## config.mk

```make
export PLATFORM = sky130hd
export DESIGN_NAME = punch_card_stepper_sequencer
export DESIGN_NICKNAME = d
export VERILOG_FILES = /design/src/sv/pcss_pkg.sv /design/src/sv/pcss_loader.sv /design/src/sv/pcss_datapath.sv /design/src/sv/pcss_sequencer.sv /design/src/sv/punch_card_stepper_sequencer.sv
export SDC_FILE = /design/constraint.sdc
export NUM_CORES = 1
export LEC_CHECK = 0
export BUFFER_PORTS_ARGS = -buffer_cell sky130_fd_sc_hd__buf_2
export CORE_MARGIN = 8
export CORE_UTILIZATION = 35
export CTS_CLUSTER_DIAMETER = 100
export DETAILED_ROUTE_END_ITERATION = 8
export HOLD_SLACK_MARGIN = 0.1
export SLEW_MARGIN = 25
export SYNTH_ARGS = -nofsm -noshare
export SYNTH_HDL_FRONTEND = slang
export SYNTH_HIERARCHICAL = 1
export SYNTH_SLANG_ARGS = --single-unit
```

## constraint.sdc

```tcl
create_clock -name i_clk -period 6.8 [get_ports i_clk]
set_clock_uncertainty 0.2 [all_clocks]
set_input_delay 1.02 -clock i_clk [delete_from_list [all_inputs] [get_ports i_clk]]
set_output_delay 1.02 -clock i_clk [all_outputs]
set_load 0.02 [all_outputs]
```

## src/sv/pcss_pkg.sv

```systemverilog
// pcss_pkg: shared types, codes and the microcode rom of the punch card sequencer
// no dependencies; imported by every other file of the block
`timescale 1ns / 1ps
`default_nettype none

package pcss_pkg;

    // item operation codes
    localparam logic OP_CHAR = 1'b0;
    localparam logic OP_TICK = 1'b1;

    // configuration register indexes
    localparam logic [2:0] CFG_PAUSE_TICKS = 3'd0;
    localparam logic [2:0] CFG_STROKE_STEPS = 3'd1;
    localparam logic [2:0] CFG_TURN_STEPS = 3'd2;
    localparam logic [2:0] CFG_COL_PITCH = 3'd3;
    localparam logic [2:0] CFG_ROW_PITCH = 3'd4;

    // configuration reset values
    localparam logic [9:0] RST_PAUSE_TICKS = 10'd133;
    localparam logic [7:0] RST_STROKE_STEPS = 8'd25;
    localparam logic [9:0] RST_TURN_STEPS = 10'd150;
    localparam logic [7:0] RST_COL_PITCH = 8'd56;
    localparam logic [7:0] RST_ROW_PITCH = 8'd56;

    // ascii digit range
    localparam logic [7:0] CH_ZERO = 8'h30;
    localparam logic [7:0] CH_NINE = 8'h39;

    // motion segments, also the program counter of the sequencer
    typedef enum logic [3:0] {
        SEG_IDLE    = 4'd0,
        SEG_DOWN    = 4'd1,
        SEG_PAUSE1  = 4'd2,
        SEG_TURN    = 4'd3,
        SEG_PAUSE2  = 4'd4,
        SEG_UP      = 4'd5,
        SEG_PAUSE3  = 4'd6,
        SEG_FEED    = 4'd7,
        SEG_RETURN  = 4'd8,
        SEG_ADVANCE = 4'd9,
        SEG_HOME    = 4'd10
    } t_seg;

    typedef enum logic [1:0] {
        K_IDLE,
        K_PAUSE,
        K_MOVE
    } t_kind;

    typedef enum logic [1:0] {
        M_PUNCH,
        M_FEED,
        M_ADV
    } t_motor;

    typedef enum logic [2:0] {
        L_STROKE,
        L_TURN,
        L_PITCH,
        L_RETURN,
        L_ROW,
        L_HOME
    } t_len;

    typedef enum logic [2:0] {
        J_NEXT,
        J_COLUMN,
        J_LASTCOL,
        J_ROW,
        J_IDLE
    } t_jump;

    // one control word of the program
    typedef struct packed {
        t_kind  kind;
        t_motor motor;
        logic   fwd;
        t_len   len;
        t_jump  jump;
        t_seg   nxt;
    } t_uword;

    // control from sequencer to datapath
    typedef struct packed {
        logic   tick;
        logic   start;
        t_uword uw;
    } t_dp_ctl;

    // status from datapath to sequencer
    typedef struct packed {
        logic pause_done;
        logic step_done;
    } t_dp_stat;

    typedef struct packed {
        logic [9:0] pause_ticks;
        logic [7:0] stroke_steps;
        logic [9:0] turn_steps;
        logic [7:0] column_pitch_steps;
        logic [7:0] row_pitch_steps;
    } t_cfg;

    typedef struct packed {
        logic       operation;
        logic [7:0] char_code;
    } t_in;

    typedef struct packed {
        logic [3:0] punch_phase;
        logic [3:0] feed_phase;
        logic [3:0] advance_phase;
        logic       busy_res;
        logic       char_dropped;
    } t_out;

    // microcode rom, one word per segment
    function automatic t_uword ucode(input t_seg seg);
        t_uword w;
        w = '{kind: K_IDLE, motor: M_PUNCH, fwd: 1'b0, len: L_STROKE,
              jump: J_NEXT, nxt: SEG_IDLE};
        unique case (seg)
            SEG_DOWN:    w = '{K_MOVE,  M_PUNCH, 1'b1, L_STROKE, J_NEXT,    SEG_PAUSE1};
            SEG_PAUSE1:  w = '{K_PAUSE, M_PUNCH, 1'b0, L_STROKE, J_NEXT,    SEG_TURN};
            SEG_TURN:    w = '{K_MOVE,  M_PUNCH, 1'b0, L_TURN,   J_NEXT,    SEG_PAUSE2};
            SEG_PAUSE2:  w = '{K_PAUSE, M_PUNCH, 1'b0, L_STROKE, J_NEXT,    SEG_UP};
            SEG_UP:      w = '{K_MOVE,  M_PUNCH, 1'b0, L_STROKE, J_NEXT,    SEG_PAUSE3};
            SEG_PAUSE3:  w = '{K_PAUSE, M_PUNCH, 1'b0, L_STROKE, J_LASTCOL, SEG_FEED};
            SEG_FEED:    w = '{K_MOVE,  M_FEED,  1'b0, L_PITCH,  J_COLUMN,  SEG_FEED};
            SEG_RETURN:  w = '{K_MOVE,  M_FEED,  1'b1, L_RETURN, J_NEXT,    SEG_ADVANCE};
            SEG_ADVANCE: w = '{K_MOVE,  M_ADV,   1'b1, L_ROW,    J_ROW,     SEG_HOME};
            SEG_HOME:    w = '{K_MOVE,  M_ADV,   1'b0, L_HOME,   J_IDLE,    SEG_IDLE};
            default:     w = '{K_IDLE,  M_PUNCH, 1'b0, L_STROKE, J_NEXT,    SEG_IDLE};
        endcase
        return w;
    endfunction

    // coil pattern for one phase, forward 8,2,4,1 and reverse 1,4,2,8
    function automatic logic [3:0] coil_phase(input logic fwd, input logic [1:0] ph);
        logic [3:0] v;
        v = 4'h0;
        case (ph)
            2'd0: v = fwd ? 4'h8 : 4'h1;
            2'd1: v = fwd ? 4'h2 : 4'h4;
            2'd2: v = fwd ? 4'h4 : 4'h2;
            default: v = fwd ? 4'h1 : 4'h8;
        endcase
        return v;
    endfunction

endpackage

`default_nettype wire

```

## src/sv/pcss_loader.sv

```systemverilog
// pcss_loader: digit collection and row pattern store of the punch card sequencer
// depends on pcss_pkg
`timescale 1ns / 1ps
`default_nettype none

module pcss_loader #(
    parameter int ROWS = 5,
    localparam int PIDX_W = $clog2(ROWS > 1 ? ROWS : 2)
) (
    input  wire logic              i_clk,
    input  wire logic              i_rst_n,
    input  wire logic              i_take,
    input  wire logic [7:0]        i_char,
    input  wire logic [PIDX_W-1:0] i_rd_row,
    output logic      [7:0]        o_rd_pat,
    output logic                   o_start
);
    import pcss_pkg::*;

    localparam int DC_W = $clog2(ROWS * 4);
    localparam logic [DC_W-1:0] DC_LAST = DC_W'(ROWS * 4 - 1);

    logic [DC_W-1:0] r_dc, n_dc;
    logic [3:0]      r_hold [3];
    logic [7:0]      r_pat  [ROWS];

    logic [3:0]        digit;
    logic [7:0]        x_val, z_val;
    logic [7:0]        row_pat;
    logic              pat_we;
    logic [PIDX_W-1:0] wr_row;

    // repair non-digits to zero
    assign digit = (i_char >= CH_ZERO && i_char <= CH_NINE) ? i_char[3:0] : 4'd0;

    // two-digit numbers and the column pattern
    always_comb begin
        x_val = ({4'd0, r_hold[0]} << 3) + ({4'd0, r_hold[0]} << 1) + {4'd0, r_hold[1]};
        z_val = ({4'd0, r_hold[2]} << 3) + ({4'd0, r_hold[2]} << 1) + {4'd0, digit};
        row_pat = {z_val[0], z_val[1], z_val[2], x_val[0], x_val[1], x_val[2], x_val[3],
                   1'b1};
        pat_we = i_take && (r_dc[1:0] == 2'd3);
        wr_row = PIDX_W'(r_dc >> 2);
    end

    // digit counter
    always_comb begin
        n_dc = r_dc;
        o_start = 1'b0;
        if (i_take) begin
            if (r_dc == DC_LAST) begin
                n_dc = '0;
                o_start = 1'b1;
            end else begin
                n_dc = r_dc + 1'b1;
            end
        end
    end

    always_ff @(posedge i_clk) begin
        if (!i_rst_n) begin
            r_dc <= '0;
        end else begin
            r_dc <= n_dc;
        end
    end

    // digit hold and pattern store
    always_ff @(posedge i_clk) begin
        if (i_take) begin
            case (r_dc[1:0])
                2'd0: r_hold[0] <= digit;
                2'd1: r_hold[1] <= digit;
                2'd2: r_hold[2] <= digit;
                default: ;
            endcase
        end
        if (pat_we) begin
            r_pat[wr_row] <= row_pat;
        end
    end

    // read port, bypassing a write to the same row
    always_comb begin
        o_rd_pat = 8'd0;
        if (pat_we && wr_row == i_rd_row) begin
            o_rd_pat = row_pat;
        end else if ({1'b0, i_rd_row} < (PIDX_W + 1)'(ROWS)) begin
            o_rd_pat = r_pat[i_rd_row];
        end
    end

endmodule

`default_nettype wire

```

## src/sv/pcss_datapath.sv

```systemverilog
// pcss_datapath: step, phase and pause counters and the three coil registers
// depends on pcss_pkg; driven by the control word of pcss_sequencer
`timescale 1ns / 1ps
`default_nettype none

module pcss_datapath #(
    parameter int COLUMNS = 8,
    parameter int ROWS = 5
) (
    input  wire logic              i_clk,
    input  wire logic              i_rst_n,
    input  wire pcss_pkg::t_cfg    i_cfg,
    input  wire pcss_pkg::t_dp_ctl i_ctl,
    output pcss_pkg::t_dp_stat     o_stat,
    output logic [3:0]             o_punch,
    output logic [3:0]             o_feed,
    output logic [3:0]             o_adv
);
    import pcss_pkg::*;

    localparam int MAXK_A = (COLUMNS - 1 > ROWS) ? COLUMNS - 1 : ROWS;
    localparam int MAXK = (MAXK_A > 5) ? MAXK_A : 5;
    localparam int STEP_W = $clog2(MAXK * 255 + 1);

    logic [STEP_W-1:0] r_step, n_step;
    logic [1:0]        r_phase, n_phase;
    logic [9:0]        r_pause, n_pause;
    logic [3:0]        r_punch, n_punch;
    logic [3:0]        r_feed, n_feed;
    logic [3:0]        r_adv, n_adv;

    logic [9:0]        pause1, turn1;
    logic [7:0]        stroke1, colp1, rowp1;
    logic [STEP_W-1:0] total;
    logic [STEP_W:0]   step_inc;
    logic [10:0]       pause_inc;
    logic [3:0]        coil;

    // a zero register acts as one
    always_comb begin
        pause1  = (i_cfg.pause_ticks == '0) ? 10'd1 : i_cfg.pause_ticks;
        turn1   = (i_cfg.turn_steps == '0) ? 10'd1 : i_cfg.turn_steps;
        stroke1 = (i_cfg.stroke_steps == '0) ? 8'd1 : i_cfg.stroke_steps;
        colp1   = (i_cfg.column_pitch_steps == '0) ? 8'd1 : i_cfg.column_pitch_steps;
        rowp1   = (i_cfg.row_pitch_steps == '0) ? 8'd1 : i_cfg.row_pitch_steps;
    end

    // segment length in full steps
    always_comb begin
        case (i_ctl.uw.len)
            L_STROKE: total = STEP_W'(stroke1);
            L_TURN:   total = STEP_W'(turn1);
            L_PITCH:  total = STEP_W'(colp1);
            L_RETURN: total = STEP_W'((COLUMNS - 1) * colp1);
            L_ROW:    total = STEP_W'(rowp1);
            default:  total = STEP_W'(ROWS * rowp1);
        endcase
    end

    // counter and coil updates for one tick
    always_comb begin
        n_step  = r_step;
        n_phase = r_phase;
        n_pause = r_pause;
        n_punch = r_punch;
        n_feed  = r_feed;
        n_adv   = r_adv;
        o_stat  = '0;
        step_inc  = {1'b0, r_step} + 1'b1;
        pause_inc = {1'b0, r_pause} + 1'b1;
        coil = coil_phase(i_ctl.uw.fwd, r_phase);
        if (i_ctl.start) begin
            n_step  = '0;
            n_phase = '0;
            n_pause = '0;
        end else if (i_ctl.tick && i_ctl.uw.kind == K_PAUSE) begin
            if (pause_inc >= {1'b0, pause1}) begin
                o_stat.pause_done = 1'b1;
                n_pause = '0;
                n_step  = '0;
                n_phase = '0;
            end else begin
                n_pause = pause_inc[9:0];
            end
        end else if (i_ctl.tick && i_ctl.uw.kind == K_MOVE) begin
            case (i_ctl.uw.motor)
                M_PUNCH: n_punch = coil;
                M_FEED:  n_feed = coil;
                default: n_adv = coil;
            endcase
            n_phase = r_phase + 1'b1;
            if (r_phase == 2'd3) begin
                if (step_inc >= {1'b0, total}) begin
                    o_stat.step_done = 1'b1;
                    n_step  = '0;
                    n_pause = '0;
                end else begin
                    n_step = step_inc[STEP_W-1:0];
                end
            end
        end
    end

    always_ff @(posedge i_clk) begin
        if (!i_rst_n) begin
            r_step  <= '0;
            r_phase <= '0;
            r_pause <= '0;
            r_punch <= '0;
            r_feed  <= '0;
            r_adv   <= '0;
        end else begin
            r_step  <= n_step;
            r_phase <= n_phase;
            r_pause <= n_pause;
            r_punch <= n_punch;
            r_feed  <= n_feed;
            r_adv   <= n_adv;
        end
    end

    assign o_punch = r_punch;
    assign o_feed  = r_feed;
    assign o_adv   = r_adv;

endmodule

`default_nettype wire

```

## src/sv/pcss_sequencer.sv

```systemverilog
// pcss_sequencer: segment program counter, microcode fetch and jump logic
// depends on pcss_pkg; reads row patterns from pcss_loader
`timescale 1ns / 1ps
`default_nettype none

module pcss_sequencer #(
    parameter int COLUMNS = 8,
    parameter int ROWS = 5,
    localparam int PIDX_W = $clog2(ROWS > 1 ? ROWS : 2)
) (
    input  wire logic               i_clk,
    input  wire logic               i_rst_n,
    input  wire logic               i_tick,
    input  wire logic               i_start,
    input  wire pcss_pkg::t_dp_stat i_stat,
    input  wire logic [7:0]         i_rd_pat,
    output logic [PIDX_W-1:0]       o_rd_row,
    output pcss_pkg::t_dp_ctl       o_ctl,
    output logic                    o_busy
);
    import pcss_pkg::*;

    localparam int COL_W = $clog2(COLUMNS);
    localparam int ROW_W = $clog2(ROWS + 1);
    localparam logic [COL_W-1:0] LAST_COL = COL_W'(COLUMNS - 1);
    localparam logic [ROW_W-1:0] ROW_END = ROW_W'(ROWS);

    t_seg             r_seg, n_seg;
    logic [ROW_W-1:0] r_row, n_row;
    logic [COL_W-1:0] r_col, n_col;

    t_uword           uw;
    logic [ROW_W-1:0] row_inc;
    logic [ROW_W-1:0] row_nx;
    logic [COL_W-1:0] col_nx;
    logic [3:0]       col4;
    logic             col_set;
    t_seg             begin_seg;
    logic             done;

    // fetch the control word of the current segment
    always_comb begin
        uw = ucode(r_seg);
        o_busy = (r_seg != SEG_IDLE);
        o_ctl.tick  = i_tick;
        o_ctl.start = i_start;
        o_ctl.uw    = uw;
    end

    // row and column that the next column test looks at
    always_comb begin
        row_inc = r_row + 1'b1;
        done = i_stat.pause_done || i_stat.step_done;
        row_nx = r_row;
        col_nx = r_col;
        if (i_start) begin
            row_nx = '0;
            col_nx = '0;
        end else if (uw.jump == J_COLUMN) begin
            col_nx = r_col + 1'b1;
        end else if (uw.jump == J_ROW) begin
            row_nx = row_inc;
            col_nx = '0;
        end
        o_rd_row = PIDX_W'(row_nx);
        col4 = 4'(col_nx);
        col_set = !col4[3] && i_rd_pat[col4[2:0]];
        if (col_set) begin
            begin_seg = SEG_DOWN;
        end else if (col_nx < LAST_COL) begin
            begin_seg = SEG_FEED;
        end else begin
            begin_seg = SEG_RETURN;
        end
    end

    // next segment, row and column
    always_comb begin
        n_seg = r_seg;
        n_row = r_row;
        n_col = r_col;
        if (i_start) begin
            n_row = '0;
            n_col = '0;
            n_seg = begin_seg;
        end else if (done) begin
            unique case (uw.jump)
                J_NEXT: begin
                    n_seg = uw.nxt;
                end
                J_COLUMN: begin
                    n_col = col_nx;
                    n_seg = begin_seg;
                end
                J_LASTCOL: begin
                    n_seg = (r_col < LAST_COL) ? SEG_FEED : SEG_RETURN;
                end
                J_ROW: begin
                    n_row = row_inc;
                    if (row_inc >= ROW_END) begin
                        n_seg = SEG_HOME;
                    end else begin
                        n_col = '0;
                        n_seg = begin_seg;
                    end
                end
                J_IDLE: begin
                    n_seg = SEG_IDLE;
                    n_row = '0;
                    n_col = '0;
                end
                default: begin
                    n_seg = SEG_IDLE;
                end
            endcase
        end
    end

    always_ff @(posedge i_clk) begin
        if (!i_rst_n) begin
            r_seg <= SEG_IDLE;
            r_row <= '0;
            r_col <= '0;
        end else begin
            r_seg <= n_seg;
            r_row <= n_row;
            r_col <= n_col;
        end
    end

endmodule

`default_nettype wire

```

## src/sv/punch_card_stepper_sequencer.sv

```systemverilog
// punch_card_stepper_sequencer: top level with handshakes, configuration and result word
// depends on pcss_pkg, pcss_loader, pcss_datapath and pcss_sequencer
//
// Input words carry an operation bit and a character: operation 0 is a received
// character, operation 1 is one timer tick. Every accepted word gives one result
// word with the three coil drives, the busy flag and a dropped-character flag.
// Characters are collected while idle; the ROWS*4-th digit starts the card and
// ticks then walk the motion program, one coil phase per tick in a move segment.
// The result is valid in the cycle after the word is accepted. Throughput: one
// word per cycle unless the receiver stalls; each word does one counter step of
// the sequencer program. The result is held in the state registers themselves,
// so the input is taken again in the same cycle the result is taken. When the
// receiver stalls, the result holds and the input is not ready until it is taken.
// Configuration writes are registered, with no handshake; the user must make them
// while the block is idle, as the block itself does not enforce this.
// Reset (synchronous, active low) restores the register defaults, clears the
// digit count, returns to idle and turns all coils off; no clearing pass runs.
`timescale 1ns / 1ps
`default_nettype none

module punch_card_stepper_sequencer #(
    parameter int COLUMNS = 8,
    parameter int ROWS = 5
) (
    input  wire logic           i_clk,
    input  wire logic           i_rst_n,
    input  wire logic           i_in_valid,
    output logic                o_in_ready,
    input  wire pcss_pkg::t_in  i_in_data,
    output logic                o_out_valid,
    input  wire logic           i_out_ready,
    output pcss_pkg::t_out      o_out_data,
    input  wire logic           i_cfg_we,
    input  wire logic [2:0]     i_cfg_idx,
    input  wire logic [9:0]     i_cfg_data
);
    import pcss_pkg::*;

    localparam int PIDX_W = $clog2(ROWS > 1 ? ROWS : 2);

    t_cfg r_cfg;
    logic r_out_valid, n_out_valid;
    logic r_dropped, n_dropped;

    logic              in_acc;
    logic              tick;
    logic              take;
    logic              start;
    logic              busy;
    logic [PIDX_W-1:0] rd_row;
    logic [7:0]        rd_pat;
    t_dp_ctl           ctl;
    t_dp_stat          stat;
    logic [3:0]        punch, feed, adv;

    // input handshake
    assign o_in_ready = !r_out_valid || i_out_ready;
    assign in_acc = i_in_valid && o_in_ready;
    assign tick = in_acc && (i_in_data.operation == OP_TICK);
    assign take = in_acc && (i_in_data.operation == OP_CHAR) && !busy;

    // configuration registers
    always_ff @(posedge i_clk) begin
        if (!i_rst_n) begin
            r_cfg.pause_ticks        <= RST_PAUSE_TICKS;
            r_cfg.stroke_steps       <= RST_STROKE_STEPS;
            r_cfg.turn_steps         <= RST_TURN_STEPS;
            r_cfg.column_pitch_steps <= RST_COL_PITCH;
            r_cfg.row_pitch_steps    <= RST_ROW_PITCH;
        end else if (i_cfg_we) begin
            case (i_cfg_idx)
                CFG_PAUSE_TICKS:  r_cfg.pause_ticks <= i_cfg_data;
                CFG_STROKE_STEPS: r_cfg.stroke_steps <= i_cfg_data[7:0];
                CFG_TURN_STEPS:   r_cfg.turn_steps <= i_cfg_data;
                CFG_COL_PITCH:    r_cfg.column_pitch_steps <= i_cfg_data[7:0];
                CFG_ROW_PITCH:    r_cfg.row_pitch_steps <= i_cfg_data[7:0];
                default: ;
            endcase
        end
    end

    pcss_loader #(.ROWS(ROWS)) u_loader (
        .i_clk    (i_clk),
        .i_rst_n  (i_rst_n),
        .i_take   (take),
        .i_char   (i_in_data.char_code),
        .i_rd_row (rd_row),
        .o_rd_pat (rd_pat),
        .o_start  (start)
    );

    pcss_sequencer #(.COLUMNS(COLUMNS), .ROWS(ROWS)) u_sequencer (
        .i_clk    (i_clk),
        .i_rst_n  (i_rst_n),
        .i_tick   (tick),
        .i_start  (start),
        .i_stat   (stat),
        .i_rd_pat (rd_pat),
        .o_rd_row (rd_row),
        .o_ctl    (ctl),
        .o_busy   (busy)
    );

    pcss_datapath #(.COLUMNS(COLUMNS), .ROWS(ROWS)) u_datapath (
        .i_clk   (i_clk),
        .i_rst_n (i_rst_n),
        .i_cfg   (r_cfg),
        .i_ctl   (ctl),
        .o_stat  (stat),
        .o_punch (punch),
        .o_feed  (feed),
        .o_adv   (adv)
    );

    // result word valid and dropped flag
    always_comb begin
        n_out_valid = r_out_valid;
        n_dropped = r_dropped;
        if (in_acc) begin
            n_out_valid = 1'b1;
            n_dropped = (i_in_data.operation == OP_CHAR) && busy;
        end else if (i_out_ready) begin
            n_out_valid = 1'b0;
        end
    end

    always_ff @(posedge i_clk) begin
        if (!i_rst_n) begin
            r_out_valid <= 1'b0;
            r_dropped   <= 1'b0;
        end else begin
            r_out_valid <= n_out_valid;
            r_dropped   <= n_dropped;
        end
    end

    assign o_out_valid = r_out_valid;
    assign o_out_data.punch_phase   = punch;
    assign o_out_data.feed_phase    = feed;
    assign o_out_data.advance_phase = adv;
    assign o_out_data.busy_res      = busy;
    assign o_out_data.char_dropped  = r_dropped;

    // a character taken while busy is flagged in its result
    a_drop_flag: assert property (@(posedge i_clk) disable iff (!i_rst_n)
        (in_acc && i_in_data.operation == OP_CHAR && busy) |=> o_out_data.char_dropped)
        else $error("busy character not flagged as dropped");

    // a tick while idle moves no coil
    a_idle_tick: assert property (@(posedge i_clk) disable iff (!i_rst_n)
        (tick && !busy) |=> ($stable(punch) && $stable(feed) && $stable(adv)))
        else $error("coil changed on an idle tick");

    // the last digit of a card starts the program
    a_start_busy: assert property (@(posedge i_clk) disable iff (!i_rst_n)
        start |=> busy)
        else $error("card start did not leave idle");

    // coils drive at most one phase each
    a_coil_onehot: assert property (@(posedge i_clk) disable iff (!i_rst_n)
        ($onehot0(punch) && $onehot0(feed) && $onehot0(adv)))
        else $error("coil drive is not one-hot");

endmodule

`default_nettype wire
```

==> impl_metrics.tcl <==
set metrics [dict create \
    cpMostUsedCell "ha_1" \
    maxSlewHeadroom 0.3879 \
    path_clk_slew_ps 80 \
    cp_max_fo 10 \
    power.density_nw_per_um2 194.0 \
    start_util 0.3562 \
    dieArea_um2 31990 \
    min_path_cells 2 \
    fmax_mhz 155.2 \
    grt_pass1_vias 6987 \
    tns_ps 0 \
    hp-start "r_cfg[38]" \
    ctsLongestPathBuffers 2 \
    timing.rr.end "u_sequencer/uw[1]" \
    min_to "r_cfg[38]" \
    drive_gt1_frac 0.1455 \
    antenna_cells 0 \
    synth_cell_types 93 \
    drt_iter0_drc 488 \
    num_rows 59 \
    start_kind "register" \
    synth_seq_cells 153 \
    ir_drop_uv 145.2 \
    yosys-top-cells-area "dfxtp_1 24%, edfxtp_1 14%, ha_1 9.3%, nand2_1 3.1%, o21ai_0 2.9%" \
    slowest_delay_ps 410 \
    antenna_left 0 \
    dp.final_hpwl_um 15940 \
    r2r_start "r_cfg[11]" \
    cts_tree "built" \
    die_h_um 178.9 \
    viasPerCell 5.336 \
    coreArea_um2 26060 \
    clock-sinks 153 \
    outcome "finished clean" \
    post_drt_wl_per_cell_um 16.05 \
    pre_cts_ws_ps 225.0 \
    syn-num-nets 1100 \
    hold_class "register to register" \
    groute.usage.overall 0.1392 \
    clockRootBuffer "clkbuf_16" \
    grt_max_degree 80 \
    yosys.area.top_type "dfxtp_1" \
    fin_crit_ps 6442 \
    layout_common_cells "107 x dfxtp_1, 77 x nand2_1, 69 x ha_1, 54 x o21ai_0, 54 x nor2_1" \
    drc 0 \
    die_w_um 178.9 \
    rsz0062_at_grt "false" \
    layout_setup_ws_ps 358.0 \
    drv_slew 0 \
    r2r_cells 30 \
    synth_edf_count 44 \
    yosys_warnings 6 \
    grt_pass1_wl_um 35960 \
    critPathSlowestCell "a2111oi_1" \
    cts_inserted_buffers 17 \
    drv_cap 0 \
    grt_overflow 0 \
    final-hold-violation-count 0 \
    fill_cells 2595 \
    dr.pass1.iters 5 \
    ys_seq_area_frac 0.3774 \
    synthDominantCellAreaShare 0.2351 \
    crit_required_ps 6910 \
    syn_area_um2 9283 \
    end_kind "register" \
    avgSynthCellArea_um2 9.292 \
    crit_arrival_ps 6550 \
    syn_to_final_growth_pct 11.31 \
    crit_type "register to register" \
    clk_latency_ps 440 \
    final_common_cell "dfxtp_1" \
    yosys_most_used_dff "dfxtp_1" \
    place.gp.congestion 0.8400 \
    cts.htree.levels 4 \
    post_cts.repair.setup_buffers 0 \
    io_buffers 42 \
    nets 1112 \
    vias 7252 \
    setup_viol 0 \
    leakagePower_nw 4.190 \
    worst_pin_slew_ps 916.2 \
    syn_inst 999 \
    drt-total-wl_um 21810 \
    ys_async_sr_fraction 0 \
    fin_crit_sh 0.9474 \
    r2r_slack_ps 360 \
    grt_antenna_before_repair 0 \
    io_pins 43 \
]
## area by class of cell
type,count,area (um2),share of cell area
clock buffers,17,425.4,0.04117
clock inverters,15,162.7,0.01574
inverters,52,195.2,0.01889
multi-input cells,729,5294,0.5124
flip-flops and latches,153,3506,0.3393
well taps,335,419.2,0.04057
repair buffers,58,330.3,0.03197
## what timing repair did
item	CTS	global route
gates resized for setup	0	9
hold buffers	0	0
endpoints found under the setup margin	0	13
## metal layers
metal | wire (um) | up-vias | track usage
met1 | 11140 | 3419 | 0.1955
met5 | 0 | - | 0
li1 | - | 3646 | -
met2 | 9405 | 164 | 0.2126
met3 | 906 | 23 | 0.02401
met4 | 361 | 0 | 0.04547
## cell families after synthesis
kind of cell	synth area share
buffers and inverters	0.05607
and+or+nand+nor	0.2069
muxes	0.04542
xor gates and xnor gates	0.03585
AOI/OAI and AO/OA	0.1746
DFF	0.3774
adders and majority gates	0.1038
## sequential cells by signal, summed over array words and instances, names as in the netlist
signal              flops
u_datapath/r_phase      2
u_loader/r_pat         35
u_datapath/o_adv        4
u_datapath/r_step      11
u_sequencer/uw         13
u_loader/r_hold         9
r_dropped               1
o_out_valid             1
u_datapath/o_feed       4
u_sequencer/r_seg       4
u_sequencer/r_col       3
u_datapath/o_punch      4
u_sequencer/r_row       3
u_datapath/r_pause     10
r_cfg                  44
u_loader/r_dc           5
## worst max-delay path: cells and delay by family (launching register included)
| family | cells | cell delay, ps |
|---|---|---|
| AO/OA/AOI/OAI | 12 | 2620 |
| AND/OR/NAND/NOR | 9 | 1460 |
| adder cells (fa/ha/maj) | 4 | 880 |
| buffers and inverters | 4 | 610 |
| flip-flops | 1 | 370 |
| XOR/XNOR | 1 | 150 |
## how the worst max path moves through the flow
stage	start	end	cells after the start
CTS	r_cfg[12]	u_sequencer/uw[1]	28
detailed placement	r_cfg[12]	u_sequencer/uw[1]	28
finish	r_cfg[11]	u_sequencer/uw[1]	30
global placement	r_cfg[12]	u_sequencer/uw[6]	27
floorplan	i_out_ready	u_sequencer/uw[1]	24
global route	r_cfg[11]	u_sequencer/uw[1]	30
## power breakdown
part / internal [W] / total [W] / switching, W
registers: 0.000943 / 0.000951 / 0.00000813
logic: 0.0000396 / 0.000103 / 0.0000630
clock network: 0.000496 / 0.000951 / 0.000455
total: 0.00148 / 0.00200 / 0.000526
## cell usage after synthesis, types with 20 or more instances
library cell,count
dfxtp_1,109
nand2_1,77
ha_1,69
nor2_1,54
o21ai_0,54
nand3_1,53
inv_1,52
edfxtp_1,44
a21oi_1,36
clkbuf_1,34
mux2i_1,26
xnor2_1,23
and2_1,20
## stage by stage
step	hold slack (ps)	std cells	instance area [um2]	utilization	total power, W
3_5_place_dp	259.7	1327	9713	0.3727	0.001074
2_1_floorplan	238.4	999	9283	-	0.001039
4_1_cts	270.5	1359	10300	0.3953	0.002028
6_report	269.1	1359	10330	0.3965	0.002004
5_1_grt	291.2	1359	10330	0.3965	0.002076
3_3_place_gp	249.6	1327	9713	0.3727	0.001073
Note: power is estimated with default switching activity, not from simulation.
